**config.mk**
```make
export PLATFORM = sky130hd
export DESIGN_NAME = subpixel_span_renderer_top
export DESIGN_NICKNAME = d
export VERILOG_FILES = /design/src/rtl/core/ssr_pkg.sv /design/src/rtl/core/ssr_ctrl.sv /design/src/rtl/core/ssr_datapath.sv /design/src/rtl/core/subpixel_span_renderer_top.sv
export SDC_FILE = /design/constraint.sdc
export NUM_CORES = 2
export LEC_CHECK = 0
export BUFFER_PORTS_ARGS = -buffer_cell sky130_fd_sc_hd__buf_4
export CORE_MARGIN = 2
export CORE_UTILIZATION = 57
export DETAILED_ROUTE_END_ITERATION = 16
export PLACE_DENSITY_LB_ADDON = 0.08
export SYNTH_ARGS = -nofsm -noshare
export SYNTH_HDL_FRONTEND = slang
export SYNTH_SLANG_ARGS = --single-unit
```
**constraint.sdc**
```tcl
create_clock -name clk_i -period 11.2 [get_ports clk_i]
set_clock_uncertainty 0.15 [all_clocks]
set_input_delay 1.68 -clock clk_i [delete_from_list [all_inputs] [get_ports clk_i]]
set_output_delay 1.68 -clock clk_i [all_outputs]
set_load 0.03 [all_outputs]
```
**src/rtl/core/ssr_pkg.sv**
```systemverilog
// Shared constants, types and codes of the subpixel span renderer.
package ssr_pkg;

  // Strip geometry and fixed point format.
  localparam int STRIP_LENGTH  = 64;
  localparam int FRACTION_BITS = 8;
  localparam int ONE_UNIT      = 1 << FRACTION_BITS;
  localparam int END_POS       = STRIP_LENGTH << FRACTION_BITS;

  // Field widths fixed by the ports.
  localparam int POS_W = 15;
  localparam int CH_W  = 8;
  localparam int PIX_W = 6;
  localparam int NUM_CH = 3;

  // Span arithmetic widths.
  localparam int END_W  = $clog2(END_POS + 1);
  localparam int SPAN_W = (END_W > POS_W) ? END_W : POS_W;
  localparam int WT_W   = FRACTION_BITS + 1;

  // Fade scales by (256 - amount) >> 8 regardless of the span format.
  localparam int FADE_SHIFT = 8;
  localparam int KEEP_W     = FADE_SHIFT + 1;
  localparam int MUL_W      = (WT_W > KEEP_W) ? WT_W : KEEP_W;
  localparam int PROD_W     = CH_W + MUL_W;

  // One pixel: index 2 is red, 1 is green, 0 is blue.
  typedef logic [NUM_CH-1:0][CH_W-1:0] pixel_t;

  // Operation codes.
  typedef enum logic [1:0] {
    OP_DRAW = 2'd0,
    OP_FADE = 2'd1,
    OP_DUMP = 2'd2,
    OP_NONE = 2'd3
  } op_e;

  // Controller states.
  typedef enum logic [1:0] {
    ST_IDLE,
    ST_SETUP,
    ST_RUN,
    ST_DRAIN
  } state_e;

  // Commands from the controller to the datapath.
  typedef struct packed {
    logic load;
    logic setup;
    logic issue;
  } cmd_t;

  // Status from the datapath to the controller.
  typedef struct packed {
    logic empty;
    logic can_issue;
    logic last;
    logic busy;
  } status_t;

endpackage

```
**src/rtl/core/ssr_ctrl.sv**
```systemverilog
// Controller state machine that sequences one item over the frame buffer.
module ssr_ctrl (
  input  logic             clk_i,
  input  logic             rst_ni,
  input  logic             in_valid_i,
  input  logic [1:0]       operation_i,
  output logic             in_stall_o,
  input  ssr_pkg::status_t st_i,
  output ssr_pkg::cmd_t    cmd_o
);
  import ssr_pkg::*;

  state_e state_q, state_d;
  logic   accept;
  op_e    op;

  assign op     = op_e'(operation_i);
  assign accept = in_valid_i && (state_q == ST_IDLE);

  // State register.
  always_ff @(posedge clk_i or negedge rst_ni) begin
    if (!rst_ni) begin
      state_q <= ST_IDLE;
    end else begin
      state_q <= state_d;
    end
  end

  // Next state and commands.
  always_comb begin
    state_d    = state_q;
    cmd_o      = '0;
    in_stall_o = (state_q != ST_IDLE);
    case (state_q)
      ST_IDLE: begin
        if (accept) begin
          cmd_o.load = 1'b1;
          case (op)
            OP_DRAW: state_d = ST_SETUP;
            OP_FADE: state_d = ST_RUN;
            OP_DUMP: state_d = ST_RUN;
            default: state_d = ST_IDLE;
          endcase
        end
      end
      ST_SETUP: begin
        if (st_i.empty) begin
          state_d = ST_IDLE;
        end else begin
          cmd_o.setup = 1'b1;
          state_d     = ST_RUN;
        end
      end
      ST_RUN: begin
        if (st_i.can_issue) begin
          cmd_o.issue = 1'b1;
          if (st_i.last) begin
            state_d = ST_DRAIN;
          end
        end
      end
      ST_DRAIN: begin
        if (!st_i.busy) begin
          state_d = ST_IDLE;
        end
      end
      default: state_d = ST_IDLE;
    endcase
  end

endmodule

```
**src/rtl/core/ssr_datapath.sv**
```systemverilog
// Datapath: frame buffer memory, span walker, pixel arithmetic and output register.
module ssr_datapath (
  input  logic                         clk_i,
  input  logic                         rst_ni,
  input  ssr_pkg::cmd_t                cmd_i,
  output ssr_pkg::status_t             st_o,
  input  logic [1:0]                   operation_i,
  input  logic [ssr_pkg::POS_W-1:0]    start_position_i,
  input  logic [ssr_pkg::POS_W-1:0]    span_length_i,
  input  logic [ssr_pkg::CH_W-1:0]     red_in_i,
  input  logic [ssr_pkg::CH_W-1:0]     green_in_i,
  input  logic [ssr_pkg::CH_W-1:0]     blue_in_i,
  input  logic [ssr_pkg::CH_W-1:0]     fade_amount_i,
  output logic                         out_valid_o,
  input  logic                         out_stall_i,
  output logic [ssr_pkg::PIX_W-1:0]    pixel_index_o,
  output logic [ssr_pkg::CH_W-1:0]     red_out_o,
  output logic [ssr_pkg::CH_W-1:0]     green_out_o,
  output logic [ssr_pkg::CH_W-1:0]     blue_out_o,
  output logic                         last_pixel_o
);
  import ssr_pkg::*;

  // Captured item.
  op_e                op_q;
  logic [POS_W-1:0]   pos_q;
  logic [POS_W-1:0]   len_q;
  pixel_t             color_q;
  logic [KEEP_W-1:0]  keep_q;

  // Walker state.
  logic [PIX_W-1:0]   pix_q;
  logic [WT_W-1:0]    w_q;
  logic [SPAN_W-1:0]  rem_q;

  // Frame buffer and per-entry valid bits.
  pixel_t             fb_mem_q [STRIP_LENGTH];
  logic [STRIP_LENGTH-1:0] vld_q;
  pixel_t             rd_data_q;
  logic               rd_vld_q;

  // Read-modify-write stage.
  logic               b_valid_q;
  logic [PIX_W-1:0]   b_addr_q;
  logic [WT_W-1:0]    b_w_q;
  logic               b_last_q;

  // Output register.
  logic               out_valid_q;
  pixel_t             out_pix_q;
  logic [PIX_W-1:0]   out_idx_q;
  logic               out_last_q;

  logic [SPAN_W-1:0]  pos_x, len_x, end_x, avail, room, head, first;
  logic               past_end;
  logic [WT_W-1:0]    step_w;
  logic               is_draw;
  pixel_t             stored, new_pix;
  logic [MUL_W-1:0]   mul_b;
  logic [PROD_W-1:0]  prod [NUM_CH];
  logic [CH_W:0]      sum  [NUM_CH];
  logic               out_take, out_load, wr_en, b_done;

  assign is_draw = (op_q == OP_DRAW);

  // Span setup: clip at the strip end and find the head pixel coverage.
  always_comb begin
    pos_x    = SPAN_W'(pos_q);
    len_x    = SPAN_W'(len_q);
    end_x    = SPAN_W'(END_POS);
    past_end = (pos_x >= end_x);
    avail    = end_x - pos_x;
    room     = (len_x < avail) ? len_x : avail;
    head     = SPAN_W'(ONE_UNIT) - SPAN_W'(pos_q[FRACTION_BITS-1:0]);
    first    = (len_x < head) ? len_x : head;
  end

  // Coverage of the pixel after the current one.
  assign step_w = (rem_q > SPAN_W'(ONE_UNIT)) ? WT_W'(ONE_UNIT) : WT_W'(rem_q);

  // Item capture and span walker.
  always_ff @(posedge clk_i or negedge rst_ni) begin
    if (!rst_ni) begin
      op_q  <= OP_NONE;
      pix_q <= '0;
      w_q   <= '0;
      rem_q <= '0;
    end else if (cmd_i.load) begin
      op_q  <= op_e'(operation_i);
      pix_q <= '0;
      w_q   <= '0;
      rem_q <= '0;
    end else if (cmd_i.setup) begin
      pix_q <= PIX_W'(pos_q >> FRACTION_BITS);
      w_q   <= WT_W'(first);
      rem_q <= room - first;
    end else if (cmd_i.issue) begin
      pix_q <= pix_q + PIX_W'(1);
      if (is_draw) begin
        w_q   <= step_w;
        rem_q <= rem_q - SPAN_W'(step_w);
      end
    end
  end

  // Item payload needs no reset.
  always_ff @(posedge clk_i) begin
    if (cmd_i.load) begin
      pos_q   <= start_position_i;
      len_q   <= span_length_i;
      color_q <= {red_in_i, green_in_i, blue_in_i};
      keep_q  <= KEEP_W'(1 << FADE_SHIFT) - KEEP_W'(fade_amount_i);
    end
  end

  // Pixel arithmetic: a draw adds the scaled color with saturation, a fade scales down.
  assign stored = rd_vld_q ? rd_data_q : '0;
  assign mul_b  = is_draw ? MUL_W'(b_w_q) : MUL_W'(keep_q);

  always_comb begin
    for (int c = 0; c < NUM_CH; c++) begin
      prod[c] = PROD_W'(is_draw ? color_q[c] : stored[c]) * PROD_W'(mul_b);
      sum[c]  = (CH_W+1)'(stored[c]) + (CH_W+1)'(CH_W'(prod[c] >> FRACTION_BITS));
      if (is_draw) begin
        new_pix[c] = sum[c][CH_W] ? {CH_W{1'b1}} : sum[c][CH_W-1:0];
      end else begin
        new_pix[c] = CH_W'(prod[c] >> FADE_SHIFT);
      end
    end
  end

  // Handshake of the read stage with the output register.
  assign out_take = out_valid_q && !out_stall_i;
  assign out_load = b_valid_q && (op_q == OP_DUMP) && (!out_valid_q || out_take);
  assign wr_en    = b_valid_q && (op_q != OP_DUMP);
  assign b_done   = wr_en || out_load;

  // Frame buffer write and registered read.
  always_ff @(posedge clk_i) begin
    if (wr_en) begin
      fb_mem_q[b_addr_q] <= new_pix;
    end
    if (cmd_i.issue) begin
      rd_data_q <= fb_mem_q[pix_q];
    end
  end

  // Valid bits make the buffer read as black after reset.
  always_ff @(posedge clk_i or negedge rst_ni) begin
    if (!rst_ni) begin
      vld_q    <= '0;
      rd_vld_q <= 1'b0;
    end else begin
      if (wr_en) begin
        vld_q[b_addr_q] <= 1'b1;
      end
      if (cmd_i.issue) begin
        rd_vld_q <= vld_q[pix_q];
      end
    end
  end

  // Read stage control.
  always_ff @(posedge clk_i or negedge rst_ni) begin
    if (!rst_ni) begin
      b_valid_q <= 1'b0;
    end else if (cmd_i.issue) begin
      b_valid_q <= 1'b1;
    end else if (b_done) begin
      b_valid_q <= 1'b0;
    end
  end

  always_ff @(posedge clk_i) begin
    if (cmd_i.issue) begin
      b_addr_q <= pix_q;
      b_w_q    <= w_q;
      b_last_q <= (pix_q == PIX_W'(STRIP_LENGTH - 1));
    end
  end

  // Output register for dumped pixels.
  always_ff @(posedge clk_i or negedge rst_ni) begin
    if (!rst_ni) begin
      out_valid_q <= 1'b0;
    end else if (out_load) begin
      out_valid_q <= 1'b1;
    end else if (out_take) begin
      out_valid_q <= 1'b0;
    end
  end

  always_ff @(posedge clk_i) begin
    if (out_load) begin
      out_pix_q  <= stored;
      out_idx_q  <= b_addr_q;
      out_last_q <= b_last_q;
    end
  end

  // Status to the controller.
  assign st_o.empty     = past_end || (room == '0);
  assign st_o.can_issue = !(b_valid_q && out_valid_q && !out_take);
  assign st_o.last      = is_draw ? (rem_q == '0) : (pix_q == PIX_W'(STRIP_LENGTH - 1));
  assign st_o.busy      = b_valid_q;

  assign out_valid_o   = out_valid_q;
  assign pixel_index_o = out_idx_q;
  assign red_out_o     = out_pix_q[2];
  assign green_out_o   = out_pix_q[1];
  assign blue_out_o    = out_pix_q[0];
  assign last_pixel_o  = out_last_q;

endmodule

```
**src/rtl/core/subpixel_span_renderer_top.sv**
```systemverilog
// Top level of the subpixel span renderer: controller plus datapath.
//
// The block holds a 64-pixel RGB frame buffer, black after reset, and takes one item
// at a time: a draw adds an antialiased span, a fade darkens every pixel and a dump
// streams all pixels out in order with the last one flagged. The frame buffer has one
// write and one read port, so one pixel is read, modified and written back per cycle
// unless a dumped pixel held in the output register by a stalled sink stops the reads.
// A draw that covers nothing returns to idle after its setup, and an unused code is
// accepted and dropped. The next item is taken while the last dumped pixel waits in
// the output register.
module subpixel_span_renderer_top (
  input  logic                         clk_i,
  input  logic                         rst_ni,
  input  logic                         in_valid_i,
  output logic                         in_stall_o,
  input  logic [1:0]                   operation_i,
  input  logic [ssr_pkg::POS_W-1:0]    start_position_i,
  input  logic [ssr_pkg::POS_W-1:0]    span_length_i,
  input  logic [ssr_pkg::CH_W-1:0]     red_in_i,
  input  logic [ssr_pkg::CH_W-1:0]     green_in_i,
  input  logic [ssr_pkg::CH_W-1:0]     blue_in_i,
  input  logic [ssr_pkg::CH_W-1:0]     fade_amount_i,
  output logic                         out_valid_o,
  input  logic                         out_stall_i,
  output logic [ssr_pkg::PIX_W-1:0]    pixel_index_o,
  output logic [ssr_pkg::CH_W-1:0]     red_out_o,
  output logic [ssr_pkg::CH_W-1:0]     green_out_o,
  output logic [ssr_pkg::CH_W-1:0]     blue_out_o,
  output logic                         last_pixel_o
);
  import ssr_pkg::*;

  cmd_t    cmd;
  status_t st;

  ssr_ctrl u_ctrl (
    .clk_i       (clk_i),
    .rst_ni      (rst_ni),
    .in_valid_i  (in_valid_i),
    .operation_i (operation_i),
    .in_stall_o  (in_stall_o),
    .st_i        (st),
    .cmd_o       (cmd)
  );

  ssr_datapath u_datapath (
    .clk_i            (clk_i),
    .rst_ni           (rst_ni),
    .cmd_i            (cmd),
    .st_o             (st),
    .operation_i      (operation_i),
    .start_position_i (start_position_i),
    .span_length_i    (span_length_i),
    .red_in_i         (red_in_i),
    .green_in_i       (green_in_i),
    .blue_in_i        (blue_in_i),
    .fade_amount_i    (fade_amount_i),
    .out_valid_o      (out_valid_o),
    .out_stall_i      (out_stall_i),
    .pixel_index_o    (pixel_index_o),
    .red_out_o        (red_out_o),
    .green_out_o      (green_out_o),
    .blue_out_o       (blue_out_o),
    .last_pixel_o     (last_pixel_o)
  );

  // A pixel is only read when the read stage and output register have room.
  a_issue_has_room: assert property (@(posedge clk_i) disable iff (!rst_ni)
    cmd.issue |-> st.can_issue)
    else $error("pixel read issued without room downstream");

  // An accepted operation keeps the input stalled while it runs.
  a_busy_after_accept: assert property (@(posedge clk_i) disable iff (!rst_ni)
    (in_valid_i && !in_stall_o && (operation_i != OP_NONE)) |=> in_stall_o)
    else $error("input not stalled after an operation was accepted");

  // The last pixel flag marks exactly the final pixel of the strip.
  a_last_flag_index: assert property (@(posedge clk_i) disable iff (!rst_ni)
    out_valid_o |-> (last_pixel_o == (pixel_index_o == PIX_W'(STRIP_LENGTH - 1))))
    else $error("last pixel flag does not match the pixel index");

endmodule
```
Yosys cells after proc, flatten, opt, wreduce, memory -nomap -nowiden
Memories as Yosys holds them, arrays and structs flattened. A register that Yosys moved wholly into a read port is not among the register bits. Cells that the tools add are included.

Add/subtract/negate cells: 9. $mul: 3. Order comparisons: 7. Eq/ne operators: 12. Multiplexer cells: 49. Bitwise operators: 1. Reduce and logical (&&, ||, !) cells: 27.

Operator list (count): $mux W15 (6); $mux W8 (9); $or A64 B64 Y64 (1); $mux W9 (6); $mul A17 B9 Y16 (3); $logic_not A15 Y1 (2); $lt A15 B15 Y1 (2); $add A8 B8 Y9 (3); $mux W24 (1); $mux W6 (3); $ge A15 B15 Y1 const B (1); $gt A15 B9 Y1 const B (1); $mux W1 (15); $sub A15 B15 Y15 (1); $sub A15 B15 Y15 const A (1); $sub A15 B9 Y15 (1); $lt A6 B7 Y1 const B (2); $mux W2 (5); $sub A9 B8 Y10 const A (1); $sub A9 B8 Y9 const A (1); $eq A2 B2 Y1 const B (4); $logic_and A1 B1 Y1 (8); $ne A2 B2 Y1 const B (4); $pmux W2 S4 (1); other kinds (16) (26).

Flip-flop bits (word level): 211. Memory bits (writable): 1536. Bits of input ports: 68. Memories kept: 1.

Memories: u_datapath.fb_mem_q (words 64, width 24, read ports 1, clocked after memory_dff 1, wr ports 1, line ssr_datapath.sv:37) `pixel_t fb_mem_q [STRIP_LENGTH];`.

Depth between registers and ports, before layout
Word-level depth: 9. Mapped depth: 30.

Modules after synthesis
Synthesis repeated with hierarchy kept, for this count alone.

Cells, all modules: 3943. Area total of the unflattened synthesis: 76337.0 um^2.

By module, submodules not included: ssr_datapath (instances 1, cells each 3924, area each 76181.8 um^2, sequential area each 52628.0 um^2); ssr_ctrl (instances 1, cells each 19, area each 155.1 um^2, sequential area each 50.0 um^2).

Worst setup path after synthesis
OpenSTA, ideal clock, no wires.

Path kind: register to register. Start point: register u_datapath.op_q[1]. End point: memory u_datapath.fb_mem_q[0][15] (netlist name), data pin. Setup time: 0.721 ns. Arrival: 9.530 ns. Required time: 10.329 ns. Path slack: 0.799 ns. Stages on the path, launching flop included: 31. Cells stage by stage: dfstp_2 > or2_1 > buf_6 > buf_2 > buf_2 > mux2i_1 > clkbuf_1 > nor2_1 > fa_1 > fa_1 > inv_1 > fa_1 > inv_1 > fa_1 > ha_1 > nand4_1 > o41ai_1 > and2_1 > o21a_1 > nor2_1 > xor2_1 > inv_1 > ha_1 > a21o_1 > a21oi_1 > o21ai_0 > a21oi_1 > o21ai_0 > and4_1 > o21a_1 > a211oi_1.

RTL lines: start: declaration (line ssr_datapath.sv:25) `op_e op_q;`; start signal: assignment (line ssr_datapath.sv:89) `op_q <= op_e'(operation_i);`; end: declaration (line ssr_datapath.sv:37).

==> summary.md <==
| Metric | Value |
|---|---|
| CP Launch Point | `u_datapath.op_q[1]$_DFFE_PN1P_` |
| Reg clk slew, reported paths | `0.06 ns` |
| Clk_lat worst skew | `0.81 ns` |
| Synthesized area per cell | `19.2 um2` |
| Cell chosen for the clock root | `clkbuf_16` |
| R2R setup slack | `1.49 ns` |
| TNS Setup | `0 ns` |
| Top-count cell post-synth | `edfxtp_1` |
| FF-to-FF path depth | `27` |
| Post_cts resized | `0` |
| Routed WL | `187000 um` |
| Post-synth top flop | `edfxtp_1` |
| Tightest Pin Transition | `between 1 and 1.5 ns` |
| Worst r2r dst | `u_datapath.fb_mem_q[11][21]$_DFFE_PP_` |
| Endpoint type of the worst setup path | `flop` |
| Reg2reg start | `u_datapath.op_q[1]$_DFFE_PN1P_` |
| Area of the die | `137000 um2` |
| Cell variety after synth | `80` |
| Hpwl dp | `110000 um` |
| Layout cells sized above 1 | `27.9%` |
| Drt initial violations | `between 4000 and 5000` |
| NumNets Final | `roughly 4500` |
| DRT Pass-1 Iters | `5` |
| Port buffer count | `100` |
| Synth area leader | `edfxtp_1` |
| Number of CTS-inserted buffers | `175` |
| Mapped cell area | `76400 um2` |
| Yosys top cell area share | `65.7%` |
| Area of the multi-input gates | `22800 um2` |
| Die Ht | `370 um` |
| RSZ-0062 raised after global routing | `no` |
| Setup violators final | `0` |
| Filler Cell Count | `9084` |
| First-pass GRT wire length | `between 200000 and 300000 um` |
| Final Max Slew Viols | `0` |
| Minimum clock period after layout | `9.71 ns` |
| YS warnings | `0` |
| Synth area leaders | `edfxtp_1, mux4_2, fa_1` |
| Min-delay worst type | `flop to flop` |
| Util after Layout | `between 60% and 70%` |
| Via count | `38600` |
| Max-Cap Viols | `0` |
| H-Tree Depth | `4` |
| Final Hold Viols | `0` |
| Largest net degree at the start of global routing | `137` |
| Residual DRC count | `0` |
| Area Overhead vs Synth | `12.1%` |
| Max Clk Rate | `between 100 and 150 MHz` |
| CTS tree | `built` |
| Required @ worst endpoint | `11.46 ns` |
| #FFs+latches synth | `1771` |
| Post-CTS Hold Fix Bufs | `0` |
| Worst-path fanout max | `64` |
| Part of the Yosys area used for sequential elements | `69.0%` |
| CP Data Arrival Time | `9.97 ns` |
| Syn Inst Count | `3982` |
| Wire per inst | `30.7 um` |
| Async SR Flop Fraction | `5.70%` |
| Setup crit start kind | `flop` |
| Via density | `around 6.3` |
| Synth cell count leaders | `edfxtp_1, mux4_2, nor2_1, inv_1, ha_1` |
| Std cell rows | `134` |
| Setup crit end | `u_datapath.fb_mem_q[11][21]$_DFFE_PP_` |
| Vias in the first global route | `about 40000` |
| Number of nets with antenna violations after routing | `0` |
| Post-CTS Repair Setup Buffers | `0` |
| Final hold slack | `0.277 ns` |
| Core area | `133000 um2` |
| Die width | `370 um` |
| Period utilization | `around 87%` |
| GRT Overall Usage | `28.0%` |
| Register Area | `52700 um2` |
| Relative slew margins | `around 13%` |
| Max clock buf depth | `3` |
| Post-synth EDFFs | `1670` |
| Kind of critical path | `flop to flop` |
| Antenna violations before repair | `10` |
| Grt total ovfl | `0` |
| Initial core utilization | `around 57%` |
| I/O pins | `between 100 and 150` |
| Final weighted congestion in routability-driven placement | `around 0.84` |
| Clock Sinks | `1771` |
| Outcome | `completed` |
## cells by family after synthesis
group / share of synthesized area [%]
other: 0.00491
and+or+nand+nor: 4.23
adders and majority gates: 5.77
DFF: 69.0
buffers and inverters: 1.92
xor gates and xnor gates: 0.927
AOI/OAI and AO/OA: 2.25
muxes: 15.9
## worst max-delay path, cell delays in order, from the launching register on
cell      delay (ns)
dfstp_2         0.61
or2_2           0.78
buf_4           0.44
mux2i_1         0.64
nor2_1          0.16
fa_1            0.43
fa_1            0.48
inv_1           0.05
fa_1            0.54
inv_1           0.05
fa_1            0.44
ha_1            0.30
nand4_1         0.08
o41ai_1         0.45
and2_1          0.23
nor3_1          0.06
nor2_1          0.19
ha_1            0.22
inv_1           0.07
fa_1            0.46
nor2b_1         0.13
o21ai_0         0.11
a21boi_0        0.23
o21ai_0         0.14
a21boi_0        0.26
o21ai_0         0.23
nand2_1         0.28
o22a_2          0.99
## layout by cell type, fill, tap and decap left out, types with 10 or more instances in the layout
cell / n
nor3_1: 36
nor2_2: 16
a21oi_1: 71
nor2b_1: 13
o22a_2: 20
or2_2: 109
or3_1: 15
buf_4: 193
o21ai_0: 56
mux2i_1: 12
xnor2_1: 47
xor2_1: 32
clkinv_1: 41
and2_1: 19
a211oi_1: 18
nand4_1: 10
mux4_2: 525
fa_1: 124
inv_1: 190
edfxtp_1: 1670
nor2_4: 49
clkbuf_16: 178
nand3_1: 27
clkbuf_1: 39
a21o_1: 17
and3_1: 12
mux2i_2: 11
dfrtp_1: 94
clkinv_2: 27
bufinv_16: 14
nand2_1: 90
nor4_1: 11
ha_1: 154
nor2_1: 234
## worst min path at each step
stage,to,cells after the start,startpoint,slack (ns)
after detailed placement,u_datapath.last_pixel_o$_DFFE_PP_,0,u_datapath.b_last_q$_DFFE_PP_,0.26
after global placement,u_datapath.last_pixel_o$_DFFE_PP_,0,u_datapath.b_last_q$_DFFE_PP_,0.26
after CTS,u_datapath.last_pixel_o$_DFFE_PP_,0,u_datapath.b_last_q$_DFFE_PP_,0.28
final,u_datapath.last_pixel_o$_DFFE_PP_,0,u_datapath.b_last_q$_DFFE_PP_,0.28
after floorplan,u_datapath.last_pixel_o$_DFFE_PP_,0,u_datapath.b_last_q$_DFFE_PP_,0.25
after global routing,u_datapath.last_pixel_o$_DFFE_PP_,0,u_datapath.b_last_q$_DFFE_PP_,0.30
## through the flow
step | cells | worst slack, ns | cell area [um2]
floorplan | 3987 | 0.799 | 76400
global placement | 5776 | 1.74 | 80000
detailed placement | 5776 | 1.59 | 80000
CTS | 6098 | 1.55 | 85600
global route | 6098 | 0.847 | 85600
finish | 6101 | 1.49 | 85600
## registers in the layout (all words and copies together), names as in the netlist, 6 cells and up
register and count:
u_datapath.pixel_index_o 6, u_datapath.rem_q 15, u_datapath.red_out_o 8, u_datapath.b_w_q 9, u_datapath.keep_q 9, u_datapath.len_q 15
u_datapath.blue_out_o 8, u_datapath.rd_data_q 24, u_datapath.b_addr_q 6, u_datapath.color_q 24, u_datapath.vld_q 64, u_datapath.w_q 9
u_datapath.green_out_o 8, u_datapath.pix_q 6, u_datapath.pos_q 15, u_datapath.fb_mem_q 1536
## final cells by class
| cell class | count | area share (%) |
|---|---|---|
| repair buffers | 198 | 1.81 |
| clock inverters | 102 | 1.19 |
| multi-input cells | 1848 | 26.6 |
| well taps | 1768 | 2.58 |
| inverters | 191 | 0.837 |
| clock buffers | 220 | 5.42 |
| diodes | 3 | 0.00877 |
| flip-flops and latches | 1771 | 61.5 |
## routing by layer
| metal | track usage, % | vias to the layer above | share of wire [%] |
|---|---|---|---|
| met3 | 4.65 | 264 | 7.5 |
| met1 | 40.6 | 20600 | 41 |
| met2 | 44.2 | 1537 | 48 |
| met5 | 0 | - | 0.0059 |
| met4 | 8.83 | 2 | 3.2 |
| li1 | - | 16200 | - |
Power is left out: the tool's default activity adds up to more than one toggle a clock period on the data nets, which glitch-free logic cannot reach.
